===== src/tsct_pkg.sv =====
// Package for the Taylor sine/cosine/tangent unit: constants, codes and sequencer states.
// No dependencies; the interface, unit, checker and testbench files refer to it by scoped names.
package tsct_pkg;

  localparam int FRAC_BITS = 24;
  localparam int MAX_TERMS = 40;

  // Field widths.
  localparam int CMD_W   = 2;
  localparam int ANGLE_W = 32;
  localparam int RES_W   = 48;
  localparam int THR_W   = 8;

  // Internal widths (bounded by |x| < 2*pi in Q24).
  localparam int MAG_W  = 32;               // series term magnitude
  localparam int X2_W   = 30;               // x*x in Q24
  localparam int SUM_W  = 48;               // partial sums
  localparam int NUM_W  = 37;               // term*x*x >> FRAC_BITS
  localparam int SMAG_W = 34;               // |sine| and |cosine| sums
  localparam int DQ_W   = SMAG_W + FRAC_BITS; // divider dividend/quotient
  localparam int DR_W   = SMAG_W + 1;       // divider remainder
  localparam int K_W    = 7;
  localparam int N_W    = 7;
  localparam int CNT_W  = 6;

  // 2*pi rounded to nearest in Q24.
  localparam logic [ANGLE_W-1:0] TWO_PI = 32'h0648_7ED5;

  localparam logic [RES_W-1:0] RES_MAX = {1'b0, {(RES_W-1){1'b1}}};
  localparam logic [RES_W-1:0] RES_MIN = {1'b1, {(RES_W-1){1'b0}}};

  // Operation codes.
  localparam logic [CMD_W-1:0] CMD_SIN = 2'd0;
  localparam logic [CMD_W-1:0] CMD_COS = 2'd1;
  localparam logic [CMD_W-1:0] CMD_TAN = 2'd2;

  typedef enum logic [3:0] {
    ST_IDLE,
    ST_REDUCE,
    ST_SQUARE,
    ST_SETUP,
    ST_CHECK,
    ST_MULT,
    ST_DLOAD,
    ST_DIV,
    ST_UPDATE,
    ST_TAN_START,
    ST_TAN_END,
    ST_FINISH
  } state_t;

endpackage


===== src/tsct_ifs.sv =====
// Channel interfaces of the Taylor sine/cosine/tangent unit.
// Depends on tsct_pkg for field widths.
interface tsct_req_if;
  logic                          valid;
  logic                          ready;
  logic [tsct_pkg::CMD_W-1:0]    cmd;
  logic signed [tsct_pkg::ANGLE_W-1:0] angle;
  modport source (output valid, cmd, angle, input ready);
  modport sink   (input valid, cmd, angle, output ready);
endinterface

interface tsct_rsp_if;
  logic                              valid;
  logic                              ready;
  logic signed [tsct_pkg::RES_W-1:0] result;
  logic                              overflow;
  modport source (output valid, result, overflow, input ready);
  modport sink   (input valid, result, overflow, output ready);
endinterface

interface tsct_cfg_if;
  logic                         valid;
  logic                         ready;
  logic [tsct_pkg::THR_W-1:0]   data;
  modport source (output valid, data, input ready);
  modport sink   (input valid, data, output ready);
endinterface


===== src/taylor_sine_cosine_tangent_unit.sv =====
// Taylor-series sine, cosine and tangent unit with one shared multiplier and divider.
// Depends on tsct_pkg and the channel interfaces in tsct_ifs.sv.
//
// Usage:
//   req carries one beat per operation: cmd (0 sine, 1 cosine, 2 tangent) and a
//   signed Q7.24 angle. rsp returns one beat per request: a signed Q23.24 result
//   and an overflow flag for a saturated tangent. cfg writes the 8-bit term
//   threshold (reset value 1); its ready is always high.
//   The angle is reduced by repeated subtraction of 2*pi, then x*x is formed on
//   the shared multiplier. Each series term after the first takes a check step, a
//   multiply, a divider load, the bit-serial divider and an update, for up to 39
//   such terms. A tangent runs both series and then a division.
//   One operation is in flight at a time; req.ready is high only while idle.
//   The finished result sits in an output register, so the next request is
//   taken while the receiver stalls; the unit then waits at the end of that
//   operation until the earlier beat is taken.
//   rst (synchronous) drops rsp.valid, returns to idle and sets threshold 1.
module taylor_sine_cosine_tangent_unit (
  input  logic          clk,
  input  logic          rst,
  tsct_req_if.sink      req,
  tsct_rsp_if.source    rsp,
  tsct_cfg_if.sink      cfg
);

  tsct_pkg::state_t state, state_next;

  logic [tsct_pkg::THR_W-1:0]   thr;
  logic [tsct_pkg::CMD_W-1:0]   cmd;
  logic                         x_neg;
  logic [tsct_pkg::ANGLE_W-1:0] amag;
  logic [63:0]                  prod;
  logic [tsct_pkg::X2_W-1:0]    x2;
  logic [tsct_pkg::MAG_W-1:0]   mag;
  logic                         neg;
  logic [tsct_pkg::K_W-1:0]     k;
  logic [tsct_pkg::N_W-1:0]     n;
  logic signed [tsct_pkg::SUM_W-1:0] sum;
  logic signed [tsct_pkg::SUM_W-1:0] s_sum;
  logic                         cos_phase;
  logic                         tan_div;
  logic [tsct_pkg::DQ_W-1:0]    dv_q;
  logic [tsct_pkg::DR_W-1:0]    dv_r;
  logic [tsct_pkg::DR_W-1:0]    dv_d;
  logic [tsct_pkg::CNT_W-1:0]   dv_cnt;
  logic                         rsp_valid;
  logic [tsct_pkg::RES_W-1:0]   res;
  logic                         ovf;
  logic [tsct_pkg::RES_W-1:0]   rsp_result;
  logic                         rsp_overflow;

  // Shared multiplier operands.
  logic [31:0] op_a, op_b;
  logic [63:0] prod_w;
  always_comb begin
    if (state == tsct_pkg::ST_SQUARE) begin
      op_a = amag;
      op_b = amag;
    end else begin
      op_a = mag;
      op_b = {2'b0, x2};
    end
    prod_w = {32'b0, op_a} * {32'b0, op_b};
  end

  // Divider step: shift in one dividend bit and try a subtraction.
  logic [tsct_pkg::DR_W-1:0] dv_sh;
  logic                      dv_ge;
  always_comb begin
    dv_sh = {dv_r[tsct_pkg::DR_W-2:0], dv_q[tsct_pkg::DQ_W-1]};
    dv_ge = (dv_sh >= dv_d);
  end

  // Series divisor k*(k-1).
  logic [2*tsct_pkg::K_W-1:0] den;
  assign den = {{tsct_pkg::K_W{1'b0}}, k} * {{tsct_pkg::K_W{1'b0}}, k - 7'd1};

  // Series loop condition and the term update.
  logic go_on;
  logic [tsct_pkg::MAG_W-1:0] mag_new;
  assign go_on = (mag > {{(tsct_pkg::MAG_W-tsct_pkg::THR_W){1'b0}}, thr}) &&
                 (n < tsct_pkg::N_W'(tsct_pkg::MAX_TERMS));
  assign mag_new = dv_q[tsct_pkg::MAG_W-1:0];

  // Tangent operands and result.
  logic [tsct_pkg::SUM_W-1:0] ns_full, nc_full;
  logic                       t_neg;
  logic [tsct_pkg::DQ_W-1:0]  t_lim;
  logic [tsct_pkg::RES_W-1:0] t_mag;
  always_comb begin
    ns_full = s_sum[tsct_pkg::SUM_W-1] ? -s_sum : s_sum;
    nc_full = sum[tsct_pkg::SUM_W-1] ? -sum : sum;
    t_neg   = (s_sum[tsct_pkg::SUM_W-1] != sum[tsct_pkg::SUM_W-1]) && (s_sum != '0);
    t_lim   = t_neg ? tsct_pkg::DQ_W'({1'b0, tsct_pkg::RES_MIN})
                    : tsct_pkg::DQ_W'({1'b0, tsct_pkg::RES_MAX});
    t_mag   = (dv_q > t_lim) ? t_lim[tsct_pkg::RES_W-1:0] : dv_q[tsct_pkg::RES_W-1:0];
  end

  // Next state.
  always_comb begin
    state_next = state;
    unique case (state)
      tsct_pkg::ST_IDLE: begin
        if (req.valid) begin
          if (req.cmd == tsct_pkg::CMD_SIN || req.cmd == tsct_pkg::CMD_COS ||
              req.cmd == tsct_pkg::CMD_TAN) begin
            state_next = tsct_pkg::ST_REDUCE;
          end else begin
            state_next = tsct_pkg::ST_FINISH;
          end
        end
      end
      tsct_pkg::ST_REDUCE: begin
        if (amag < tsct_pkg::TWO_PI) state_next = tsct_pkg::ST_SQUARE;
      end
      tsct_pkg::ST_SQUARE: state_next = tsct_pkg::ST_SETUP;
      tsct_pkg::ST_SETUP:  state_next = tsct_pkg::ST_CHECK;
      tsct_pkg::ST_CHECK: begin
        if (go_on) begin
          state_next = tsct_pkg::ST_MULT;
        end else if (cmd == tsct_pkg::CMD_TAN && cos_phase) begin
          state_next = tsct_pkg::ST_TAN_START;
        end else if (cmd != tsct_pkg::CMD_TAN) begin
          state_next = tsct_pkg::ST_FINISH;
        end
      end
      tsct_pkg::ST_MULT:  state_next = tsct_pkg::ST_DLOAD;
      tsct_pkg::ST_DLOAD: state_next = tsct_pkg::ST_DIV;
      tsct_pkg::ST_DIV: begin
        if (dv_cnt == 6'd1) state_next = tan_div ? tsct_pkg::ST_TAN_END : tsct_pkg::ST_UPDATE;
      end
      tsct_pkg::ST_UPDATE: state_next = tsct_pkg::ST_CHECK;
      tsct_pkg::ST_TAN_START: begin
        state_next = (sum == '0) ? tsct_pkg::ST_FINISH : tsct_pkg::ST_DIV;
      end
      tsct_pkg::ST_TAN_END: state_next = tsct_pkg::ST_FINISH;
      tsct_pkg::ST_FINISH: begin
        if (!rsp_valid || rsp.ready) state_next = tsct_pkg::ST_IDLE;
      end
      default: state_next = tsct_pkg::ST_IDLE;
    endcase
  end

  // Handshake outputs.
  always_comb begin
    req.ready    = (state == tsct_pkg::ST_IDLE);
    cfg.ready    = 1'b1;
    rsp.valid    = rsp_valid;
    rsp.result   = rsp_result;
    rsp.overflow = rsp_overflow;
  end

  // Control registers.
  always_ff @(posedge clk) begin
    if (rst) begin
      state     <= tsct_pkg::ST_IDLE;
      thr       <= 8'd1;
      rsp_valid <= 1'b0;
    end else begin
      state <= state_next;
      if (cfg.valid) thr <= cfg.data;
      if (state == tsct_pkg::ST_FINISH && (!rsp_valid || rsp.ready)) begin
        rsp_valid <= 1'b1;
      end else if (rsp.ready) begin
        rsp_valid <= 1'b0;
      end
    end
  end

  // Datapath registers.
  always_ff @(posedge clk) begin
    case (state)
      tsct_pkg::ST_IDLE: begin
        cmd       <= req.cmd;
        x_neg     <= req.angle[tsct_pkg::ANGLE_W-1];
        amag      <= req.angle[tsct_pkg::ANGLE_W-1] ? -req.angle : req.angle;
        cos_phase <= 1'b0;
        tan_div   <= 1'b0;
        res       <= '0;
        ovf       <= 1'b0;
      end
      tsct_pkg::ST_REDUCE: begin
        if (amag >= tsct_pkg::TWO_PI) amag <= amag - tsct_pkg::TWO_PI;
      end
      tsct_pkg::ST_SQUARE: prod <= prod_w;
      tsct_pkg::ST_SETUP: begin
        x2 <= prod[tsct_pkg::FRAC_BITS +: tsct_pkg::X2_W];
        n  <= 7'd1;
        if (cmd == tsct_pkg::CMD_COS) begin
          mag <= 32'd1 << tsct_pkg::FRAC_BITS;
          neg <= 1'b0;
          k   <= 7'd2;
          sum <= tsct_pkg::SUM_W'(1) << tsct_pkg::FRAC_BITS;
        end else begin
          mag <= amag;
          neg <= x_neg;
          k   <= 7'd3;
          sum <= x_neg ? -tsct_pkg::SUM_W'(amag) : tsct_pkg::SUM_W'(amag);
        end
      end
      tsct_pkg::ST_CHECK: begin
        if (!go_on) begin
          if (cmd == tsct_pkg::CMD_TAN && !cos_phase) begin
            // Sine done; keep it and start the cosine series.
            s_sum     <= sum;
            cos_phase <= 1'b1;
            mag       <= 32'd1 << tsct_pkg::FRAC_BITS;
            neg       <= 1'b0;
            k         <= 7'd2;
            n         <= 7'd1;
            sum       <= tsct_pkg::SUM_W'(1) << tsct_pkg::FRAC_BITS;
          end else if (cmd != tsct_pkg::CMD_TAN) begin
            res <= sum;
          end
        end
      end
      tsct_pkg::ST_MULT: prod <= prod_w;
      tsct_pkg::ST_DLOAD: begin
        dv_q   <= {prod[tsct_pkg::FRAC_BITS +: tsct_pkg::NUM_W],
                   {(tsct_pkg::DQ_W-tsct_pkg::NUM_W){1'b0}}};
        dv_r   <= '0;
        dv_d   <= tsct_pkg::DR_W'(den);
        dv_cnt <= 6'(tsct_pkg::NUM_W);
      end
      tsct_pkg::ST_DIV: begin
        dv_r   <= dv_ge ? dv_sh - dv_d : dv_sh;
        dv_q   <= {dv_q[tsct_pkg::DQ_W-2:0], dv_ge};
        dv_cnt <= dv_cnt - 6'd1;
      end
      tsct_pkg::ST_UPDATE: begin
        mag <= mag_new;
        neg <= !neg;
        sum <= (!neg) ? sum - tsct_pkg::SUM_W'(mag_new) : sum + tsct_pkg::SUM_W'(mag_new);
        k   <= k + 7'd2;
        n   <= n + 7'd1;
      end
      tsct_pkg::ST_TAN_START: begin
        if (sum == '0) begin
          // Zero cosine: saturate by the sign of the sine.
          res <= s_sum[tsct_pkg::SUM_W-1] ? tsct_pkg::RES_MIN : tsct_pkg::RES_MAX;
          ovf <= 1'b1;
        end else begin
          tan_div <= 1'b1;
          dv_q    <= {ns_full[tsct_pkg::SMAG_W-1:0], {tsct_pkg::FRAC_BITS{1'b0}}};
          dv_r    <= '0;
          dv_d    <= {1'b0, nc_full[tsct_pkg::SMAG_W-1:0]};
          dv_cnt  <= 6'(tsct_pkg::DQ_W);
        end
      end
      tsct_pkg::ST_TAN_END: begin
        res <= t_neg ? -t_mag : t_mag;
        ovf <= (dv_q > t_lim);
      end
      tsct_pkg::ST_FINISH: begin
        if (!rsp_valid || rsp.ready) begin
          rsp_result   <= res;
          rsp_overflow <= ovf;
        end
      end
      default: ;
    endcase
  end

endmodule


===== src/flat_wrapper.sv =====
// flat-port wrapper written by rule: the top's interface ports become plain ports
module taylor_sine_cosine_tangent_unit_flat 
  (clk, rst, req_valid, req_cmd, req_angle, req_ready, rsp_valid, rsp_result, rsp_overflow, rsp_ready, cfg_valid, cfg_data, cfg_ready);
  tsct_req_if req_i ();
  tsct_rsp_if rsp_i ();
  tsct_cfg_if cfg_i ();
  input  logic clk;
  input  logic rst;
  input wire logic [$bits(req_i.valid)-1:0] req_valid;
  input wire logic [$bits(req_i.cmd)-1:0] req_cmd;
  input wire logic [$bits(req_i.angle)-1:0] req_angle;
  output wire logic [$bits(req_i.ready)-1:0] req_ready;
  output wire logic [$bits(rsp_i.valid)-1:0] rsp_valid;
  output wire logic [$bits(rsp_i.result)-1:0] rsp_result;
  output wire logic [$bits(rsp_i.overflow)-1:0] rsp_overflow;
  input wire logic [$bits(rsp_i.ready)-1:0] rsp_ready;
  input wire logic [$bits(cfg_i.valid)-1:0] cfg_valid;
  input wire logic [$bits(cfg_i.data)-1:0] cfg_data;
  output wire logic [$bits(cfg_i.ready)-1:0] cfg_ready;
  assign req_i.valid = req_valid;
  assign req_i.cmd = req_cmd;
  assign req_i.angle = req_angle;
  assign req_ready = req_i.ready;
  assign rsp_valid = rsp_i.valid;
  assign rsp_result = rsp_i.result;
  assign rsp_overflow = rsp_i.overflow;
  assign rsp_i.ready = rsp_ready;
  assign cfg_i.valid = cfg_valid;
  assign cfg_i.data = cfg_data;
  assign cfg_ready = cfg_i.ready;
  taylor_sine_cosine_tangent_unit u_core (.clk(clk), .rst(rst), .req(req_i), .rsp(rsp_i), .cfg(cfg_i));
endmodule

===== config.mk =====
export PLATFORM = sky130hd
export DESIGN_NAME = taylor_sine_cosine_tangent_unit_flat
export DESIGN_NICKNAME = d
export VERILOG_FILES = /design/src/tsct_pkg.sv /design/src/tsct_ifs.sv /design/src/taylor_sine_cosine_tangent_unit.sv /design/src/flat_wrapper.sv
export SDC_FILE = /design/constraint.sdc
export NUM_CORES = 2
export LEC_CHECK = 0
export ABC_CLOCK_PERIOD_IN_PS = 9400
export BUFFER_PORTS_ARGS = -buffer_cell sky130_fd_sc_hd__clkbuf_2
export CAP_MARGIN = 20
export CORE_MARGIN = 1
export CORE_UTILIZATION = 60
export CTS_BUF_LIST = sky130_fd_sc_hd__clkbuf_4 sky130_fd_sc_hd__clkbuf_8
export CTS_CLUSTER_SIZE = 24
export DETAILED_ROUTE_END_ITERATION = 12
export PLACE_DENSITY = 0.8
export SLEW_MARGIN = 40
export SYNTH_ARGS = -nofsm -noshare
export SYNTH_HDL_FRONTEND = slang
export SYNTH_SLANG_ARGS = --single-unit

===== constraint.sdc =====
create_clock -name clk -period 9.4 [get_ports clk]
set_clock_uncertainty 0.2 [all_clocks]
set_input_delay 0.94 -clock clk [delete_from_list [all_inputs] [get_ports clk]]
set_output_delay 0.94 -clock clk [all_outputs]
set_load 0.05 [all_outputs]

==> metrics.txt <==
Cells on Worst Hold Path=0; CTS tree=yes; starting density of the core=0.6096; commonest non-fill, non-tap cells in the layout=1056 x inv_1, 918 x fa_1, 864 x nand2_1; reg2reg setup slack=0.17 ns; slowest CP cell=or4b_4; synthesized cell area=0.06246 mm2; Max stage delay on crit path=0.65 ns; GRT Overall Usage=0.4220; H-tree depth=3; Setup Viol. Count Final=0; count of cell types in the netlist=79; clk buf depth=3; largest net degree at the start of global routing=82; dpl cell area=0.06856 mm2; Placer Congestion=1.077; Routed WL=220600 um; vias in the first global route=54070; Worst Min Path Start=u_core.res[4]; Core Rows=117; FF/Latch Area=0.01458 mm2; Top FF cell, synth=edfxtp_1; Syn Nets=8194; type of the tightest min-delay check=reg -> reg; syn_area_per_cell=9.184 um2; CP Capture Type=register; maxcap violations=0; status=finished clean; critical path launch point type=register; Cells after Synth=6801; Final Slew Violations=0; Top Ports=99; DR DRC count=0; CP required=9.67 ns; Fillers=8026; crit path buf inv count=9; Final HPWL DP=176700 um; area of the multi-input gates=0.04314 mm2; CTS clk-pin slew, worst paths=0.07 ns; Reg2Reg Depth=32; worst skew pair latency=0.71 ns; Worst EP arrival=9.50 ns; IO Port Bufs=97; clock sinks=490; Hold Path Sink=u_core.rsp.result[4]; Seq/Total Area, Yosys=0.2335; WP depth=32; Chip Width=324.7 um; Post-synth EDFFs=477; #FFs+latches synth=490; post-route cell area=0.07055 mm2; share of layout cells above drive strength 1=0.1250; CTS hold repair buffers=0; Post-DRT Antenna Nets=0; final-stage net count=8598; type of the worst setup path=reg -> reg; first-pass GRT wire length=330800 um; Most Frequent Cell on Critical Path=fa_1; P&R area growth vs syn=12.95%; slew at the pin with the worst max-slew slack=0.8935 ns; total grt overflow=0; number of DRC markers in iteration 0=6497; leading cell type in the layout, fill and taps excluded=inv_1; delay-heaviest family, CP=adder cells; reg-to-reg endpoint=u_core.prod[47]; wire per inst=25.53 um; DR pass1 iterations=9; CORE AREA=0.1025 mm2; f_max=108.4 MHz; die area=0.1054 mm2; initial antenna violation count=6; CP Max Fanout=26; asr flop ratio synth=0; height of the die=324.7 um; Slew headroom=0.4021; CTS Buf Count=80; period utilisation layout=0.9814; Final Hold Vio Count=0; min cycle time layout=9.226 ns; clock tree root buffer cell=clkbuf_8; Yosys Warn Count=0; worst reg2reg startpoint=u_core.state[2]; via/cell ratio=6.194; total number of vias=53520; post-route setup TNS=0 ns
-- cell families after synthesis --
logic type	Yosys count	share of synthesized area
adder cells (fa/ha/maj)	1346	0.3799
flip-flops	490	0.2335
AND/OR/NAND/NOR	2183	0.1520
buffers and inverters	1393	0.08387
multiplexers	16	0.002604
XOR/XNOR	319	0.04473
other	1	0.00006003
AO/OA/AOI/OAI	1053	0.1033
-- worst max path at each step --
stage	from	to	slack, ns
floorplan	u_core.state[3]	u_core.prod[60]	0.009
global placement	u_core.state[3]	u_core.prod[47]	0.008
detailed placement	u_core.state[3]	u_core.prod[47]	-0.09
CTS	u_core.state[3]	u_core.prod[60]	0.03
global route	u_core.state[1]	u_core.prod[47]	-0.08
finish	u_core.state[2]	u_core.prod[47]	0.17
-- stage by stage --
step / setup WS, ns / instances / hold WS, ns / utilization
6_report: 0.1745 / 8640 / 0.2173 / 0.6885
3_5_place_dp: -0.08865 / 8483 / 0.2045 / 0.6691
4_1_cts: 0.02760 / 8626 / 0.2174 / 0.6855
3_3_place_gp: 0.007927 / 8482 / 0.2029 / 0.6688
2_1_floorplan: 0.009323 / 6801 / 0.2003 / -
5_1_grt: -0.07774 / 8634 / 0.2212 / 0.6883
-- final cells by class --
cell class / count / area share
inverter: 1059 / 0.05634
sequential: 490 / 0.2067
timing repair buffer: 656 / 0.07729
multi-input combinational: 4918 / 0.6115
clock buffer: 109 / 0.01896
antenna: 6 / 0.0002128
tap: 1368 / 0.02426
clock inverter: 34 / 0.004753
-- synth_stat cells, drive strengths merged, types with 47 or more instances --
library cell	n	area share
and2	71	0.0071
nor2	778	0.047
clkbuf	308	0.019
inv	1058	0.064
o31ai	47	0.0059
nand3	67	0.0054
ha	428	0.086
nor3	72	0.0058
nand2b	51	0.0051
xor2	189	0.027
nand2	870	0.052
a21oi	329	0.026
fa	918	0.29
o21ai	293	0.024
and3	49	0.0049
xnor2	130	0.018
a21o	81	0.0097
edfxtp	477	0.23
-- layer usage --
layer | up-vias | global-route usage | routed length (um)
met5 | - | 0.009964 | 176
met4 | 6 | 0.2181 | 14040
met3 | 765 | 0.1167 | 29500
met2 | 3547 | 0.6192 | 94370
met1 | 26360 | 0.5728 | 82470
li1 | 22850 | - | -
-- state kept, by name (all words and copies together) (netlist names), 2 cells and up --
| register | count |
|---|---|
| u_core.dv_q | 58 |
| u_core.res | 48 |
| u_core.rsp.result | 48 |
| u_core.s_sum | 48 |
| u_core.sum | 48 |
| u_core.prod | 37 |
| u_core.dv_d | 34 |
| u_core.dv_r | 34 |
| u_core.amag | 32 |
| u_core.mag | 32 |
| u_core.x2 | 30 |
| u_core.thr | 8 |
| u_core.k | 7 |
| u_core.n | 7 |
| u_core.dv_cnt | 6 |
| u_core.state | 4 |
| u_core.cmd | 2 |
-- timing repair --
item	CTS	global route
hold endpoints to repair	0	0
pin swaps	0	7
gates resized for setup	4	52
setup endpoints to repair	3	20
setup buffers	0	8
gates cloned	0	0
Power is not shown: default switching activity piles up to over one toggle a cycle in this logic, so the estimate is an artifact.
